[src/sv/tfr_ram.sv]
// generic single-port-write ram with registered read
`default_nettype none
module tfr_ram #(
  parameter int WIDTH = 8,
  parameter int DEPTH = 256
) (
  input  wire logic                     clk,
  input  wire logic                     wr_en,
  input  wire logic [$clog2(DEPTH)-1:0] wr_addr,
  input  wire logic [WIDTH-1:0]         wr_data,
  input  wire logic                     rd_en,
  input  wire logic [$clog2(DEPTH)-1:0] rd_addr,
  output logic      [WIDTH-1:0]         rd_data
);

  logic [WIDTH-1:0] mem [DEPTH];

  always_ff @(posedge clk) begin
    if (wr_en) begin
      mem[wr_addr] <= wr_data;
    end
    if (rd_en) begin
      rd_data <= mem[rd_addr];
    end
  end

endmodule
`default_nettype wire

[config.mk]
export PLATFORM = sky130hd
export DESIGN_NAME = tfr_ram
export DESIGN_NICKNAME = d
export VERILOG_FILES = /design/src/sv/tfr_ram.sv
export SDC_FILE = /design/constraint.sdc
export NUM_CORES = 2
export LEC_CHECK = 0
export BUFFER_PORTS_ARGS = -buffer_cell sky130_fd_sc_hd__clkbuf_2
export CAP_MARGIN = 0
export CORE_MARGIN = 8
export CORE_UTILIZATION = 40
export DETAILED_ROUTE_END_ITERATION = 8
export PLACE_DENSITY = 0.51
export SYNTH_ARGS = -nofsm -noshare
export SYNTH_HDL_FRONTEND = slang
export SYNTH_SLANG_ARGS = --single-unit
[constraint.sdc]
create_clock -name clk -period 3.8 [get_ports clk]
set_input_delay 0.19 -clock clk [delete_from_list [all_inputs] [get_ports clk]]
set_output_delay 0.19 -clock clk [all_outputs]
set_load 0.03 [all_outputs]
### Word level (Yosys, flattened, before mapping)

Memory sizes are Yosys's and may differ from the RTL's. A register that Yosys moved wholly into a read port is not among the register bits.
Index checks and enable logic that the tools add are counted.

| storage, ports and cells | value |
|---|---|
| bits in latches | 0 |
| word-level logic and storage cells | 3 |
| bits in writable memories | 2048 |
| input bits | 27 |
| register bits after elaboration | 0 |
| output and inout bits | 8 |
| bits in read-only memories | 0 |
| memories | 1 |

| cells by class | value |
|---|---|
| mux-type cells | 2 |
| reductions and logical operators | 0 |
| eq/ne operators | 0 |
| add/subtract/negate cells | 0 |
| divide/modulo/power cells | 0 |
| multiply operators | 0 |
| magnitude comparators | 0 |
| shift operators | 0 |
| bitwise logic cells | 0 |

Memory list:

| name | words | width | rd ports | clocked after Yosys merged registers in | wr ports | RTL line | source |
|---|---|---|---|---|---|---|---|
| mem | 256 | 8 | 1 | 1 | 1 | 16 | `logic [WIDTH-1:0] mem [DEPTH];` |

Operators by type and width:

| operator | count |
|---|---|
| $mux W1 | 2 |

### Longest topological paths before layout

| logic depth | value |
|---|---|
| word-level depth | 2 |
| mapped depth | 11 |
| mapped depth without buffers | 6 |

### Worst setup path after synthesis

OpenSTA, ideal clock, no wires.

| path | value |
|---|---|
| path kind | input -> register |
| from | input rd_addr[0] |
| to | register rd_data[2], read port of mem (data pin) |
| cell stages on the path | 9 |
| required time | 3531 ps |
| path buffers | 4 |
| library setup time | 269 ps |
| arrival | 1997 ps |
| path slack | 1534 ps |
| path through | buf_6 > buf_12 > buf_8 > buf_2 > mux4_2 > a22oi_1 > a21oi_1 > nor4_1 > nor4_2 |

RTL lines:

| what | RTL line | source |
|---|---|---|
| start, declared | 12 | `input wire logic [$clog2(DEPTH)-1:0] rd_addr,` |
| end, declared | 13 | `output logic [WIDTH-1:0] rd_data` |

==> flow_summary.toml <==
[status]
outcome = "complete, no violations"

[timing]
finalSetupViolCount = 0
timing.final.crit_period_ps = 2974
finalCritPeriodShare_pct = 78.26
max_slew_margin_pct = 14.89
worst_margin_slew_ps = 1277
maximum_frequency_from_static_timing_analysis_mhz = 336.3
report.final.hold_viol_count = 0
grt_setup_unrepaired = "no"
finalClockSkew_ps = 36.92
setup_total_negative_slack_ps = 0
max_transition_viols_final = 0

[routing]
finalWirelength_um = 216300
routed_via_density = 5.716
dr.pass1.iters = 5
detailroute.wirelength.met2_um = 102400
wl_met3_um = 15310
via_count = 39177
drtIter0Drc = 4748
routedWlPerCell_um = 31.56
met1Wirelength_um = 94520
drt_drc_violations_left = 0
dr.max_layer_used = "met5"
route.antenna.remaining_nets = 0

[min_path]
worst_hold_path_type = "in2reg"
hold_sp = "wr_addr[1]"

[job]
max-cap-violations = 0

[clock_network]
cts_root_buf = "sky130_fd_sc_hd__clkbuf_16"
max-clock-path-buffers = 3
postCtsSetupBuffers = 0
clock_latency_ps = 830
clock_tree.htree_level_count = 4
cts-buffers-inserted = 211
clock_sinks = 2056
clock_edge_transition_at_the_registers_on_the_reported_setup_and_hold_paths_ps = 60
tritoncts = "done"

[synth]
post_synth_net_total = 3760
yosys-top-cells-count = "2056 x sky130_fd_sc_hd__edfxtp_1, 454 x sky130_fd_sc_hd__mux4_2, 282 x sky130_fd_sc_hd__nor2_1"
asr_flop_ratio_synth_pct = 0
synth.yosys.seq_area_share_pct = 77.53
mappedNetlistArea_mm2 = 0.07964
ys_types = 54
synth_most_common_cell = "sky130_fd_sc_hd__edfxtp_1"
postSynthRegisterBits = 2056
average_footprint_of_a_synthesized_cell_um2 = 21.33
synth.area.top_cells = "sky130_fd_sc_hd__edfxtp_1 78%, sky130_fd_sc_hd__mux4_2 13%, sky130_fd_sc_hd__mux2i_1 1.7%"
synthDominantAreaCellType = "sky130_fd_sc_hd__edfxtp_1"
synth-warning-count = 0
synth_top_area_share_pct = 77.53
synth_edf_count = 2056
postSynthCellCount = 3733
ys.flop_type = "sky130_fd_sc_hd__edfxtp_1"

[setup_path]
worst_setup_path_start_kind = "flip-flop"
worst_r2r_startpoint = "mem[83][2]"
worst_path_max_delay_cell = "sky130_fd_sc_hd__nor4_1"
worst-setup-path-type = "reg2reg"
worst-endpoint-arrival_ps = 3500
worst_path_most_repeated_cell = "sky130_fd_sc_hd__mux4_2"
critical_path.cell_chain = "mux4_2, mux4_2, nor2b_1, nor4_1, nor4_2"
critical_path.max_stage_delay_ps = 990
critical_path.endpoint_type = "flip-flop"
timing.critical_path.fanout_max = 1
worstSetupStartpoint = "mem[83][2]"
worst_ep_required_time_ps = 4330

[grt]
via_count_of_the_first_global_routing_pass = 39505
grt_first_pass_wirelength_um = 305700
grtUsageTotal_pct = 20.03
antenna_found_initial = 17
grt.overflow.total = 0
largest_net_degree_at_the_start_of_global_routing = 137

[finish]
final_net_count = 4065
drive_above_1_share_pct = 25.57
multi_input_comb_area_mm2 = 0.01652
areaGrowthSynthToFinish_pct = 14.22
layout.cell_area.non_filler_mm2 = 0.09096
ff_latch_area_mm2 = 0.06174
nFillCells = 16545

[power_and_ir_drop]
ir_drop_v = 0.0004589
power.leakage_nw = 28.23
pwr_density_cell_mw_per_mm2 = 517.2

[die]
design.portCount = 35
die_area_mm2 = 0.2136
floorplan.initialDensity_pct = 40.30
die_width_um = 462.2
core_area_mm2 = 0.1976
floorplan.die.height_um = 462.2
row_count = 163

[placement]
gp_routability_congestion = 0.8140
placedInstanceArea_mm2 = 0.08443
port-buffer-count = 34
detailedPlacementHpwl_um = 137400
==> kinds of logic (layout without fill, tap and decap cells) <==
| group | count (synthesis) | in the layout | synth area share (%) |
|---|---|---|---|
| flops | 2056 | 2056 | 77.53 |
| mux | 591 | 591 | 14.60 |
| simple gates | 466 | 466 | 2.625 |
| compound gates | 385 | 385 | 3.416 |
| buf+inv | 235 | 714 | 1.829 |
| other cells | 0 | 2 | 0 |
==> routing by layer <==
metal | track usage, % | up-vias
met1 | 28.92 | 21266
met5 | 0 | -
met3 | 4.286 | 258
met4 | 4.214 | 4
met2 | 31.68 | 1301
li1 | - | 16348
==> sequential cells by signal, summed over array words and instances (netlist names) <==
register and count:
rd_data 8, mem 2048
==> path summary, 6_finish.rpt <==
check | slack (ps) | endpoint | cells after the start
setup / recovery | 830 | rd_data[2] | 5
hold / removal | 120 | mem[171][5] | 4
setup reg to reg | 830 | rd_data[2] | 5
hold reg to reg | 1150 | rd_data[3] | 5
==> layout by cell type (no fill, tap or decap), drive strengths merged, types with 10 or more instances in the layout <==
cell type	synthesis	final
o22ai	28	28
clkinv	1	106
edfxtp	2056	2056
nand3	34	34
mux4	456	456
nor2	282	282
nand2	33	33
a211oi	16	16
mux2i	134	134
nor4	27	27
o21ai	12	12
clkbuf	111	285
nor3	22	22
a221oi	14	14
a22oi	133	133
nor2b	31	31
nand4	10	10
o211ai	10	10
o221ai	47	47
buf	122	294
bufinv	0	10
a21oi	96	96
==> final cells by class <==
cell class	count	share of cell area [%]
flip-flops and latches	2056	67.88
multi-input cells	1442	18.16
clock buffers	263	6.090
well taps	2640	3.632
repair buffers	325	3.252
clock inverters	124	0.9780
inverters	2	0.008253
diodes	2	0.005502
==> power breakdown <==
group          leakage [nW]  switching, W  total [W]  internal (W)
clock network          3.16       0.00858     0.0195        0.0110
registers              18.5     0.0000370     0.0251        0.0250
logic                  6.58       0.00160    0.00246      0.000862
==> stage by stage <==
stage	hold WS, ps	std cells	total power, W	setup slack, ps	utilization, %
after floorplan	288.9	3733	0.02674	1534	-
after global placement	709.0	6456	0.02800	202.2	42.73
after detailed placement	706.1	6456	0.02802	203.3	42.73
after CTS	52.48	6852	0.04748	834.0	46.02
after global routing	128.2	6853	0.04840	765.3	46.02
final	120.7	6854	0.04704	826.0	46.03
==> repair_timing <==
item | CTS | global route
gates resized for setup | 0 | 0
hold buffers | 9 | 0
endpoints found under the hold margin | 429 | 0
==> worst max-delay path: cells and delay by family (launching register included) <==
family	cells	cell delay [ps]
flops	1	370
mux	2	1020
simple gates	3	1310
No activity file was read; power rests on OpenSTA's default activity.
