==> src/sv/tfr_pkg.sv <==
// shared types and codes for the four-register cpu step core
`default_nettype none
package tfr_pkg;

  typedef struct packed {
    logic [1:0] func;
    logic [7:0] address;
    logic [7:0] value;
  } cmd_t;

  typedef struct packed {
    logic [8:0] pc;
    logic [7:0] reg0;
    logic [7:0] reg1;
    logic [7:0] reg2;
    logic [7:0] reg3;
    logic       zero;
    logic       carry;
    logic       running;
  } res_t;

  typedef struct packed {
    logic start;
    logic exec;
    logic load_done;
    logic imm_ok;
  } exec_ctl_t;

  typedef struct packed {
    logic       fetch_ok;
    logic       need_load;
    logic       store_en;
    logic [7:0] mem_addr;
    logic [7:0] store_data;
  } exec_status_t;

  localparam logic [1:0] FN_PROG = 2'd0;
  localparam logic [1:0] FN_DATA = 2'd1;
  localparam logic [1:0] FN_EXEC = 2'd2;

  localparam logic [3:0] OP_JUMP    = 4'd0;
  localparam logic [3:0] OP_HALT    = 4'd1;
  localparam logic [3:0] OP_MOV_IMM = 4'd2;
  localparam logic [3:0] OP_NOP     = 4'd3;
  localparam logic [3:0] OP_MOV_REG = 4'd4;
  localparam logic [3:0] OP_ADD     = 4'd5;
  localparam logic [3:0] OP_JC      = 4'd6;
  localparam logic [3:0] OP_JZ      = 4'd7;
  localparam logic [3:0] OP_LOAD    = 4'd8;
  localparam logic [3:0] OP_STORE   = 4'd9;

endpackage
`default_nettype wire

==> src/sv/tfr_exec.sv <==
// architectural registers, instruction decode and alu
`default_nettype none
module tfr_exec (
  input  wire logic                  clk,
  input  wire logic                  rst,
  input  wire tfr_pkg::exec_ctl_t    ctl,
  input  wire logic [7:0]            ibyte,
  input  wire logic [7:0]            imm,
  input  wire logic [7:0]            load_data,
  input  wire logic [8:0]            prog_len,
  output tfr_pkg::res_t              snap,
  output tfr_pkg::exec_status_t      status
);
  import tfr_pkg::*;

  logic [7:0] rf [4];
  logic [8:0] pc;
  logic       zero;
  logic       carry;
  logic       running;

  logic [3:0] op;
  logic [3:0] op_eff;
  logic [1:0] dst;
  logic [1:0] src;
  logic       need_imm;
  logic       has_imm;
  logic       fetch_ok;
  logic [8:0] pc_inc1;
  logic [8:0] pc_inc2;
  logic [8:0] sum;

  assign op      = ibyte[7:4];
  assign dst     = ibyte[3:2];
  assign src     = ibyte[1:0];
  assign pc_inc1 = pc + 9'd1;
  assign pc_inc2 = pc + 9'd2;
  assign has_imm = (pc_inc1 < prog_len);
  assign fetch_ok = running && (pc < prog_len);
  assign sum     = {1'b0, rf[dst]} + {1'b0, rf[src]};

  always_comb begin
    unique case (op) inside
      OP_JUMP, OP_MOV_IMM, OP_JC, OP_JZ, OP_LOAD, OP_STORE: need_imm = 1'b1;
      default: need_imm = 1'b0;
    endcase
  end

  always_comb begin
    op_eff = op;
    if ((op > OP_STORE) || (need_imm && !has_imm)) begin
      op_eff = OP_HALT;
    end
  end

  always_comb begin
    status.fetch_ok   = fetch_ok;
    status.need_load  = (op_eff == OP_LOAD) && ctl.imm_ok;
    status.store_en   = ctl.exec && (op_eff == OP_STORE) && ctl.imm_ok;
    status.mem_addr   = imm;
    status.store_data = rf[src];
  end

  always_ff @(posedge clk) begin
    if (rst) begin
      for (int i = 0; i < 4; i++) begin
        rf[i] <= 8'd0;
      end
      pc      <= 9'd0;
      zero    <= 1'b0;
      carry   <= 1'b0;
      running <= 1'b1;
    end else begin
      if (ctl.start && running && !fetch_ok) begin
        running <= 1'b0;
      end
      if (ctl.exec) begin
        unique case (op_eff)
          OP_JUMP: begin
            pc <= {1'b0, imm};
          end
          OP_HALT: begin
            running <= 1'b0;
          end
          OP_MOV_IMM: begin
            rf[dst] <= imm;
            pc      <= pc_inc2;
          end
          OP_NOP: begin
            pc <= pc_inc1;
          end
          OP_MOV_REG: begin
            rf[dst] <= rf[src];
            pc      <= pc_inc1;
          end
          OP_ADD: begin
            rf[dst] <= sum[7:0];
            zero    <= (sum[7:0] == 8'd0);
            carry   <= sum[8];
            pc      <= pc_inc1;
          end
          OP_JC: begin
            pc <= carry ? {1'b0, imm} : pc_inc2;
          end
          OP_JZ: begin
            pc <= zero ? {1'b0, imm} : pc_inc2;
          end
          OP_LOAD: begin
            if (!ctl.imm_ok) begin
              pc <= pc_inc2;
            end
          end
          OP_STORE: begin
            pc <= pc_inc2;
          end
          default: begin
            running <= 1'b0;
          end
        endcase
      end
      if (ctl.load_done) begin
        rf[dst] <= load_data;
        pc      <= pc_inc2;
      end
    end
  end

  always_comb begin
    snap.pc      = pc;
    snap.reg0    = rf[0];
    snap.reg1    = rf[1];
    snap.reg2    = rf[2];
    snap.reg3    = rf[3];
    snap.zero    = zero;
    snap.carry   = carry;
    snap.running = running;
  end

endmodule
`default_nettype wire

==> config.mk <==
export PLATFORM = sky130hd
export DESIGN_NAME = tfr_exec
export DESIGN_NICKNAME = d
export VERILOG_FILES = /design/src/sv/tfr_pkg.sv /design/src/sv/tfr_exec.sv
export SDC_FILE = /design/constraint.sdc
export NUM_CORES = 1
export LEC_CHECK = 0
export BUFFER_PORTS_ARGS = -buffer_cell sky130_fd_sc_hd__buf_2
export CAP_MARGIN = 20
export CORE_MARGIN = 3
export CORE_UTILIZATION = 45
export DETAILED_ROUTE_END_ITERATION = 8
export GPL_TIMING_DRIVEN = 1
export MAX_ROUTING_LAYER = met4
export PLACE_DENSITY = 0.76
export SLEW_MARGIN = 20
export SYNTH_ARGS = -nofsm -noshare
export SYNTH_HDL_FRONTEND = slang
export SYNTH_SLANG_ARGS = --single-unit
==> constraint.sdc <==
create_clock -name clk -period 10.7 [get_ports clk]
set_input_delay 2.14 -clock clk [delete_from_list [all_inputs] [get_ports clk]]
set_output_delay 2.14 -clock clk [all_outputs]
set_load 0.05 [all_outputs]
Word level (Yosys, flattened, before mapping)
Memories as Yosys holds them, arrays and structs flattened.
Cells that the tools add are included.
- logic and storage cells: 84
- input bits: 39
- memory bits (writable): 32
- memories: 1
- output and inout bits: 63
- flip-flop bits (word level): 12
- memories (name ; words ; bits a word ; rd ports ; clocked after memory_dff ; wr ports ; RTL line ; text):
    rf ; 4 ; 8 ; 6 ; 0 ; 4 ; tfr_exec.sv:16 ; logic [7:0] rf [4];
- reductions and logical operators: 22
- multiplexer cells: 34
- $lt $le $gt $ge: 3
- bitwise gates (word level): 3
- add/subtract/negate cells: 3
- eq/ne operators: 14
- operators with widths (kind ; number):
    $pmux W9 S6 ; 1
    $mux W9 ; 5
    $mux W8 ; 4
    $eq A4 B3 Y1 const B ; 6
    $mux W1 ; 22
    $lt A9 B9 Y1 ; 2
    $eq A4 B4 Y1 const B ; 4
    $eq A4 B2 Y1 const B ; 3
    $add A8 B8 Y9 ; 1
    $add A9 B1 Y9 const B ; 1
    $add A9 B2 Y9 const B ; 1
    $reduce_or A9 Y1 ; 1
    $logic_not A4 Y1 ; 2
    $logic_not A8 Y1 ; 1
    $reduce_or A8 Y1 ; 1
    $logic_and A1 B1 Y1 ; 7
    $reduce_bool A7 Y1 ; 1
    $reduce_or A6 Y1 ; 1
    $gt A4 B4 Y1 const B ; 1
    $mux W4 ; 1
    $ne A3 B3 Y1 const B ; 1
    $or A1 B1 Y1 ; 3
    $reduce_and A3 Y1 ; 1
    $reduce_or A3 Y1 ; 1
    6 further kinds ; 7

Depth between registers and ports, before layout
Gate-level depths: netlist of the first run.
- word-level depth: 16
- depth in mapped cells: 14

Least setup slack after synthesis of the first run
No wires, ideal clock.
- path kind: input to output
- from: input prog_len[4]
- to: output status[17] (netlist bit)
- cell stages on the path: 8
- path slack: 4638 ps
- arrival: 3922 ps
- cell sequence: inv_1 -> ha_1 -> a211oi_1 -> o21ai_0 -> a21o_1 -> or3_1 -> buf_2 -> inv_1
- RTL lines (item ; RTL line ; text):
    start: declaration ; tfr_exec.sv:10 ; input wire logic [8:0] prog_len,
    end: declaration ; tfr_exec.sv:12 ; output tfr_pkg::exec_status_t status

==> impl_metrics.json, run 1 <==
{
  "synth_common_cells": "nor2_1 (56), edfxtp_1 (32), nand2_1 (27)",
  "ios": 102,
  "drive_gt1_share_pct": 27.6,
  "crit_chain": "buf_2, inv_1, ha_1, a211oi_1, o21ai_0, a21o_1, or3_1, inv_1, buf_2",
  "maxCapViolations": 0,
  "switching_share_pct": 41.8,
  "drtPass1Iterations": 5,
  "min-delay-path-class": "reg2reg",
  "ys_top_cells_by_area": "edfxtp_1 (25%), mux4_2 (9.3%), ha_1 (8.4%)",
  "tightest_slew_ns": 0.774,
  "clock-sinks": 44,
  "slowest_stage": "or3_1",
  "synth_top_family_by_area": "simple AND/OR/NAND/NOR gates",
  "synth-main-ff-cell": "edfxtp_1",
  "peakVddDrop_v": 0.0000858,
  "dr_wl_met3_um": 914,
  "nets": 557,
  "synth_edf_count": 32,
  "m1WireLength_um": 4390,
  "yosysWarnings": 0,
  "nFillCells": 799,
  "fmax_mhz": 159,
  "grt_max_degree": 27,
  "clock_skew_ns": 0.00462,
  "synth.area.mux_share_pct": 11.4,
  "crit_type": "in2out",
  "relSlewSlack_pct": 48.4,
  "crit_fanout": 5,
  "synthSimpleGateAreaFrac_pct": 19.5,
  "cts_setup_buffers": 0,
  "area_growth_pct": 13.6,
  "syn_avg_cell_area_um2": 9.23,
  "crit_path_end_kind": "output port",
  "synth-compound-area-share_pct": 18.4,
  "vias": 3642,
  "synth_nets": 485,
  "root_buffer": "clkbuf_8",
  "period_needed_ns": 6.30,
  "port_buffers": 101,
  "grt_use_total_pct": 23.3,
  "synth_most_common_cell": "nor2_1",
  "ff2ff_path_depth": 13,
  "final_cell_area_mm2": 0.00440,
  "drcViolationCount": 0,
  "htreeDepth": 2,
  "antenna_found_initial": 1,
  "grt_remaining_overflow": 0,
  "die_x_um": 98.7,
  "synthArstFlopShare_pct": 0,
  "fin_ws_ns": 4.40,
  "die-area_mm2": 0.00975,
  "clockBufferDepth": 2,
  "placed_area_mm2": 0.00430,
  "p_int_mw": 0.310,
  "start_util_pct": 46.6,
  "worst-path-buf-inv": 4,
  "finalWirelength_um": 11000,
  "synth_top_area_share_pct": 24.8,
  "grt_pass1_vias": 3546,
  "grt_pass1_wl_um": 17800,
  "yosys.area_share.adder_pct": 8.93,
  "synthCells": 419,
  "critPathTopFamily": "compound AO/OA/AOI/OAI gates",
  "synth_top_area_cell": "edfxtp_1",
  "placed_cells": 589,
  "final_antenna_net_count": 0,
  "die_h_um": 98.7,
  "synth-seq-cells": 44,
  "setup_violations": 0,
  "ff_latch_area_mm2": 0.00120,
  "wl_per_cell_um": 18.5,
  "holdBufCountCts": 0,
  "tritoncts": "yes",
  "synth-xor-area-share_pct": 3.62,
  "drt_iter0_drc": 204,
  "vias_per_cell": 6.09,
  "fin_setup_tns_ns": 0,
  "finalHoldViolCount": 0,
  "p_sw_mw": 0.222,
  "seqPwrFrac_pct": 39.1,
  "pre_cts_ws_ns": 4.42,
  "fin_util_pct": 53.0,
  "cts_resized": 0,
  "cts_made_buffers": 5,
  "wl_met2_um": 5540,
  "hold_path_depth": 2,
  "max_stage_delay_ns": 0.48,
  "path_clk_slew_ns": 0.09,
  "rows": 33,
  "syn_area_mm2": 0.00387,
  "multi_input_area_mm2": 0.00239,
  "gp_congestion": 0.868,
  "dp_hpwl_um": 8480,
  "p_per_area_mw_per_mm2": 121,
  "period_share_pct": 58.9,
  "maxUsedRoutingLayer": "met4",
  "synthDistinctLibCells": 59,
  "instances_no_fill": 598,
  "rsz0062_at_grt": "false",
  "outcome": "completed",
  "clock_power_share_pct": 20.9,
  "final_max_slew_viol_count": 0,
  "p_comb_share_pct": 40.0,
  "p_leak_nw": 1.96,
  "core-area_mm2": 0.00830,
  "cp_num_cells": 9,
  "required_ns": 8.56,
  "arrival_ns": 4.16,
  "start_kind": "input pin",
  "synth-seq-area-share_pct": 31.0,
  "clkLatencyLatePin_ns": 0.30
}
[layout by cell type, fill, tap and decap left out, drive strengths merged, types with 4 or more instances in the layout]
master / n
clkbuf: 6
nand2b: 5
nand3: 15
xor2: 8
mux4: 16
ha: 26
xnor2: 8
nor2: 56
o22ai: 5
nor3: 10
o21a: 6
buf: 101
a21o: 8
a211oi: 7
mux2i: 6
nand2: 28
a21oi: 18
a221oi: 7
edfxtp: 32
dfxtp: 12
a31oi: 4
o21ai: 21
or3: 5
inv: 19
nor2b: 10
nor4: 6
and3: 4
o21bai: 5
[power groups by stage]
| stage | combinational, mW | sequential, mW | clock (mW) |
|---|---|---|---|
| after global placement | 0.207 | 0.210 | 0 |
| after detailed placement | 0.211 | 0.211 | 0 |
| final | 0.213 | 0.208 | 0.111 |
| after global routing | 0.230 | 0.210 | 0.119 |
| after floorplan | 0.131 | 0.243 | 0 |
| after CTS | 0.212 | 0.207 | 0.111 |
[metrics by stage]
step	power (mW)	hold WS, ns
6_report	0.532	0.521
5_1_grt	0.559	0.562
4_1_cts	0.531	0.521
3_5_place_dp	0.423	0.508
3_3_place_gp	0.418	0.499
2_1_floorplan	0.374	0.484
[final timing paths]
path	to	from	slack, ns
worst min register to register	carry	carry	0.52
worst max-delay path	status[17]	prog_len[4]	4.40
worst min-delay path	carry	carry	0.52
worst max register to register	rf[2][7]	pc[0]	6.26
[tightest hold or removal path, cell delays in order (launching register included)]
cell and delay, ns:
dfxtp_1 0.33, nor2_1 0.10, a211oi_1 0.05
[flip-flops by register name, indices dropped and copies added (netlist names)]
name,flops
zero,1
pc,9
running,1
rf,32
carry,1
[per-layer routing]
layer / GRT usage [%] / up-vias
met3: 4.18 / 25
met4: 6.51 / 0
li1: - / 1701
met2: 37.9 / 183
met5: - / -
met1: 30.0 / 1733
[logic make-up (layout without fill, tap and decap cells)]
kind of cell | Yosys count | in the layout
AO/OA/AOI/OAI | 102 | 102
XOR/XNOR | 16 | 16
adder cells (fa/ha/maj) | 27 | 27
buffers and inverters | 55 | 128
flip-flops | 44 | 44
multiplexers | 24 | 24
other | 0 | 1
AND/OR/NAND/NOR | 151 | 151
[layout make-up]
class                           instances  share of cell area [%]
Sequential cell                        44                    27.3
Multi-Input combinational cell        320                    54.5
Timing Repair Buffer                  101                    11.5
Clock inverter                          2                   0.370
Tap cell                              105                    2.99
Clock buffer                            6                    1.65
Antenna cell                            1                  0.0569
Inverter                               19                    1.62
No activity file was read; power rests on OpenSTA's default activity.
==> run 2, diff against run 1 <==
--- a/config.mk
+++ b/config.mk
@@ -12,7 +12,7 @@
 export DETAILED_ROUTE_END_ITERATION = 8
 export GPL_TIMING_DRIVEN = 1
 export MAX_ROUTING_LAYER = met4
-export PLACE_DENSITY = 0.76
+export PLACE_DENSITY = 0.79
 export SLEW_MARGIN = 20
 export SYNTH_ARGS = -nofsm -noshare
 export SYNTH_HDL_FRONTEND = slang
==> constraint.sdc (replaced) <==
create_clock -name clk -period 5.4 [get_ports clk]
set_input_delay 1.08 -clock clk [delete_from_list [all_inputs] [get_ports clk]]
set_output_delay 1.08 -clock clk [all_outputs]
set_load 0.05 [all_outputs]
==> run 2 against run 1 <==
Non-clock buffer count is the same. Worst hold slack gained 0.0048 ns. Critical path depth is 3 higher. Core utilization is 0.24 points higher. First-iteration DRC count grew 17%. Sequential cell count unchanged. Global-route usage down 0.071 points. Clock-buffer cell count down 1. Largest power group unchanged. Highest routed layer unchanged.
==> impl_metrics.json, run 2 (synthesized netlist as in run 1, its figures left out) <==
{
  "outcome": "completed",
  "mostFrequentLayoutCells": "buf_2 (101), nor2_1 (56), edfxtp_1 (32)",
  "maxCapViolations": 0,
  "crit_path_end_kind": "output port",
  "relSlewSlack_pct": 53.2,
  "grt_use_total_pct": 23.2,
  "finalWirelength_um": 11000,
  "pre_cts_ws_ns": 0.978,
  "holdBufCountCts": 0,
  "htreeDepth": 2,
  "start_util_pct": 46.6,
  "area_growth_pct": 14.1,
  "clkLatencyLatePin_ns": 0.31,
  "vias_per_cell": 6.04,
  "rows": 33,
  "fin_ws_ns": 0.588,
  "final_max_slew_viol_count": 0,
  "port_buffers": 101,
  "p_per_area_mw_per_mm2": 249,
  "cts_setup_buffers": 0,
  "gp_congestion": 0.949,
  "fmax_mhz": 208,
  "finalHoldViolCount": 0,
  "ios": 102,
  "die-area_mm2": 0.00975,
  "start_kind": "flop",
  "final_cell_area_mm2": 0.00442,
  "drcViolationCount": 0,
  "p_leak_nw": 1.97,
  "wl_per_cell_um": 18.4,
  "tightest_slew_ns": 0.702,
  "fin_util_pct": 53.2,
  "placed_area_mm2": 0.00430,
  "cts_resized": 0,
  "tritoncts": "yes",
  "drive_gt1_share_pct": 27.6,
  "use_met1_pct": 30.5,
  "core-area_mm2": 0.00830,
  "crit_fanout": 10,
  "largest_reg_flops": 32,
  "peakVddDrop_v": 0.000167,
  "die_x_um": 98.7,
  "required_ns": 4.32,
  "nets": 557,
  "top_usage_layer": "met2",
  "vias": 3605,
  "grt_remaining_overflow": 0,
  "grt_use_met2_pct": 38.5,
  "antennaDiodeCount": 0,
  "top_register": "rf",
  "use_met3_pct": 2.90,
  "clock_skew_ns": 0.00758,
  "drt_iter0_drc": 238,
  "min-delay-path-class": "reg2reg",
  "grt_pass1_wl_um": 17800,
  "fin_setup_tns_ns": 0,
  "final_antenna_net_count": 0,
  "clock-sinks": 44,
  "grt_max_degree": 27,
  "antenna_found_initial": 0,
  "grt_pass1_vias": 3468,
  "crit_type": "reg2out",
  "period_share_pct": 89.1,
  "setup_violations": 0,
  "cts_made_buffers": 5,
  "reg_top3": "rf (32), pc (9)",
  "root_buffer": "clkbuf_8",
  "rsz0062_at_grt": "false",
  "final_common_cell": "buf_2",
  "arrival_ns": 3.73,
  "path_clk_slew_ns": 0.10,
  "period_needed_ns": 4.81,
  "drtPass1Iterations": 4,
  "clockBufferDepth": 2,
  "die_h_um": 98.7,
  "dp_hpwl_um": 8620
}
run 2: cell count changes in the layout (fill, tap and decap cells not counted), sizes merged:
cell / delta
bufinv: +1
clkbuf: -1
clkinv: +1
clkinvlp: -1
diode: -1
run 2: worst paths after layout:
path                                   end  slack (ns)  cells past startpoint   from
worst max-delay path            status[17]        0.59                     12  pc[0]
worst min-delay path                 carry        0.53                      2  carry
worst max register to register    rf[2][2]        1.14                     13  pc[0]
worst min register to register       carry        0.53                      2  carry
run 2: worst max-delay path, stage by stage, from the launching register on:
cell      delay, ns
dfxtp_1        0.53
ha_1           0.25
nand3_1        0.16
nor2_1         0.30
nand3_1        0.16
xnor2_1        0.17
ha_1           0.31
a21oi_1        0.25
o211ai_1       0.19
a21o_1         0.26
or3_1          0.49
inv_1          0.10
buf_2          0.26
run 2: where the power goes:
| part | internal [mW] | switching [mW] |
|---|---|---|
| registers | 0.386 | 0.0263 |
| logic | 0.135 | 0.285 |
| clock network | 0.137 | 0.131 |
run 2: metal layers:
layer  vias to the layer above  part of all wire [%]
met3                        13                    10
met2                       205                    49
met4                         0                   1.3
met1                      1687                    39
met5                         -                     0
li1                       1700                     -
run 2: cell type report:
cell class                      count  area, µm²
Clock buffer                        5       68.8
Clock inverter                      3       42.5
Fill cell                         752       3880
Inverter                           19       71.3
Multi-Input combinational cell    320       2390
Sequential cell                    44       1200
Tap cell                          105        131
Timing Repair Buffer              101        505
run 2: metrics by stage:
| stage | power [mW] | std cells | hold WS [ns] |
|---|---|---|---|
| finish | 1.10 | 597 | 0.526 |
| global route | 1.15 | 597 | 0.541 |
| CTS | 1.10 | 597 | 0.530 |
| detailed placement | 0.837 | 589 | 0.507 |
| global placement | 0.827 | 589 | 0.490 |
| floorplan | 0.742 | 419 | 0.484 |
==> run 3, diff against run 2 <==
--- a/config.mk
+++ b/config.mk
@@ -7,12 +7,14 @@
 export LEC_CHECK = 0
 export BUFFER_PORTS_ARGS = -buffer_cell sky130_fd_sc_hd__buf_2
 export CAP_MARGIN = 20
+export CORE_ASPECT_RATIO = 0.8
 export CORE_MARGIN = 3
 export CORE_UTILIZATION = 45
 export DETAILED_ROUTE_END_ITERATION = 8
 export GPL_TIMING_DRIVEN = 1
 export MAX_ROUTING_LAYER = met4
 export PLACE_DENSITY = 0.79
+export SETUP_SLACK_MARGIN = 0.1
 export SLEW_MARGIN = 20
 export SYNTH_ARGS = -nofsm -noshare
 export SYNTH_HDL_FRONTEND = slang
==> run 3 against run 2 <==
Cell count increased by 0.50%. Core utilization rose by 1.2 points. Final area increased by 0.20%. Via count up 4.1%. Clock skew is 0.0074 ns higher. Register-to-register slack got worse by 0.13 ns. Worst hold slack got worse by 0.0030 ns. Total power rose by 1.1%. Sequential power about the same. First-iteration DRC count is 54% higher. Critical path depth unchanged.
==> impl_metrics.json, run 3 (synthesized netlist as in run 1, its figures left out) <==
{
  "outcome": "completed",
  "period_needed_ns": 4.84,
  "die_x_um": 110,
  "clkLatencyLatePin_ns": 0.32,
  "die_h_um": 88.9,
  "htreeDepth": 2,
  "cts_setup_buffers": 0,
  "fin_ws_ns": 0.565,
  "p_leak_nw": 1.98,
  "reg2reg_from": "pc[0]",
  "drive_gt1_share_pct": 27.8,
  "grt_pass1_vias": 3319,
  "cts_made_buffers": 5,
  "cts_resized": 0,
  "rows": 29,
  "grt_remaining_overflow": 0,
  "period_share_pct": 89.5,
  "arrival_ns": 3.76,
  "antennaDiodeCount": 0,
  "final_antenna_net_count": 0,
  "wl_per_cell_um": 19.4,
  "ff2ff_path_depth": 12,
  "fin_setup_tns_ns": 0,
  "finalWirelength_um": 11700,
  "tritoncts": "yes",
  "ios": 102,
  "drcViolationCount": 0,
  "crit_start": "pc[0]",
  "crit_type": "reg2out",
  "min-delay-path-class": "reg2reg",
  "nFillCells": 747,
  "setup_violations": 0,
  "core-area_mm2": 0.00813,
  "vias": 3752,
  "antenna_found_initial": 0,
  "drt_iter0_drc": 366,
  "final_max_slew_viol_count": 0,
  "dp_hpwl_um": 9100,
  "start_kind": "flop",
  "mostFrequentLayoutCells": "buf_2 (101), nor2_1 (56), edfxtp_1 (32)",
  "peakVddDrop_v": 0.000144,
  "reg_top3": "rf (32), pc (9)",
  "fmax_mhz": 207,
  "relSlewSlack_pct": 49.0,
  "grt_use_total_pct": 24.6,
  "finalHoldViolCount": 0,
  "rr_endpoint": "rf[0][3]",
  "crit_path_end_kind": "output port",
  "grt_pass1_wl_um": 17900,
  "start_util_pct": 47.6,
  "crit_fanout": 10,
  "area_growth_pct": 14.4,
  "hold_path_depth": 1,
  "path_clk_slew_ns": 0.10,
  "gp_congestion": 0.993,
  "maxCapViolations": 0,
  "drtPass1Iterations": 5,
  "largest_reg_flops": 32,
  "grt_max_degree": 27,
  "pre_cts_ws_ns": 0.956,
  "required_ns": 4.32,
  "clock-sinks": 44,
  "holdBufCountCts": 0,
  "top_register": "rf",
  "clock_skew_ns": 0.0150,
  "die-area_mm2": 0.00975,
  "min_from": "zero",
  "port_buffers": 101,
  "nets": 557,
  "root_buffer": "clkbuf_8",
  "vias_per_cell": 6.25,
  "rsz0062_at_grt": "false",
  "holdPathEnd": "zero",
  "worst-r2r-setup-slack_ns": 1.01,
  "p_per_area_mw_per_mm2": 251,
  "tightest_slew_ns": 0.765,
  "clockBufferDepth": 2,
  "final_common_cell": "buf_2"
}
-- run 3: cell count changes in the layout (fill, tap and decap cells not counted) --
cell | previous run | this run
clkinv_1 | 1 | 0
clkinv_4 | 1 | 2
-- run 3: worst max path at each step --
stage,endpoint,depth (start not counted)
after global placement,status[17],12
after detailed placement,status[17],12
after CTS,status[17],12
after floorplan,status[17],12
after global routing,status[17],12
final,status[17],12
-- run 3: worst max-delay path, stage by stage (launching register included) --
cell,delay [ns]
dfxtp_1,0.52
ha_1,0.25
nand3_1,0.17
nor2_1,0.32
nand3_1,0.15
xnor2_1,0.16
ha_1,0.31
a21oi_1,0.27
o211ai_1,0.20
a21o_1,0.25
or3_1,0.49
inv_1,0.09
buf_2,0.26
-- run 3: final cells by class --
type | count | area [µm²] | share of cell area, %
multi-input combinational | 320 | 2390 | 54.1
sequential | 44 | 1200 | 27.1
timing repair buffer | 101 | 505 | 11.4
tap | 108 | 135 | 3.05
inverter | 19 | 71.3 | 1.61
clock buffer | 5 | 68.8 | 1.56
clock inverter | 3 | 47.5 | 1.07
-- run 3: routing by layer --
| metal | up-vias | share of wire (%) | track usage [%] |
|---|---|---|---|
| met5 | - | 0 | - |
| met4 | 0 | 1.0 | 4.87 |
| met3 | 17 | 11 | 4.40 |
| met2 | 260 | 45 | 36.2 |
| met1 | 1773 | 43 | 35.6 |
| li1 | 1702 | - | - |
-- run 3: power by group --
part / internal [mW] / switching, mW / total (mW)
Sequential: 0.386 / 0.0277 / 0.414
Combinational: 0.136 / 0.292 / 0.428
Clock: 0.140 / 0.131 / 0.271
Total: 0.661 / 0.451 / 1.11
-- run 3: per-stage QoR --
stage	hold slack (ns)	instance area [µm²]	util [%]	power (mW)	cells
floorplan	0.484	3870	-	0.742	419
global route	0.564	4420	54.4	1.15	600
detailed placement	0.500	4310	53.0	0.842	592
CTS	0.525	4420	54.4	1.11	600
finish	0.523	4420	54.4	1.11	600
global placement	0.505	4310	53.0	0.834	592
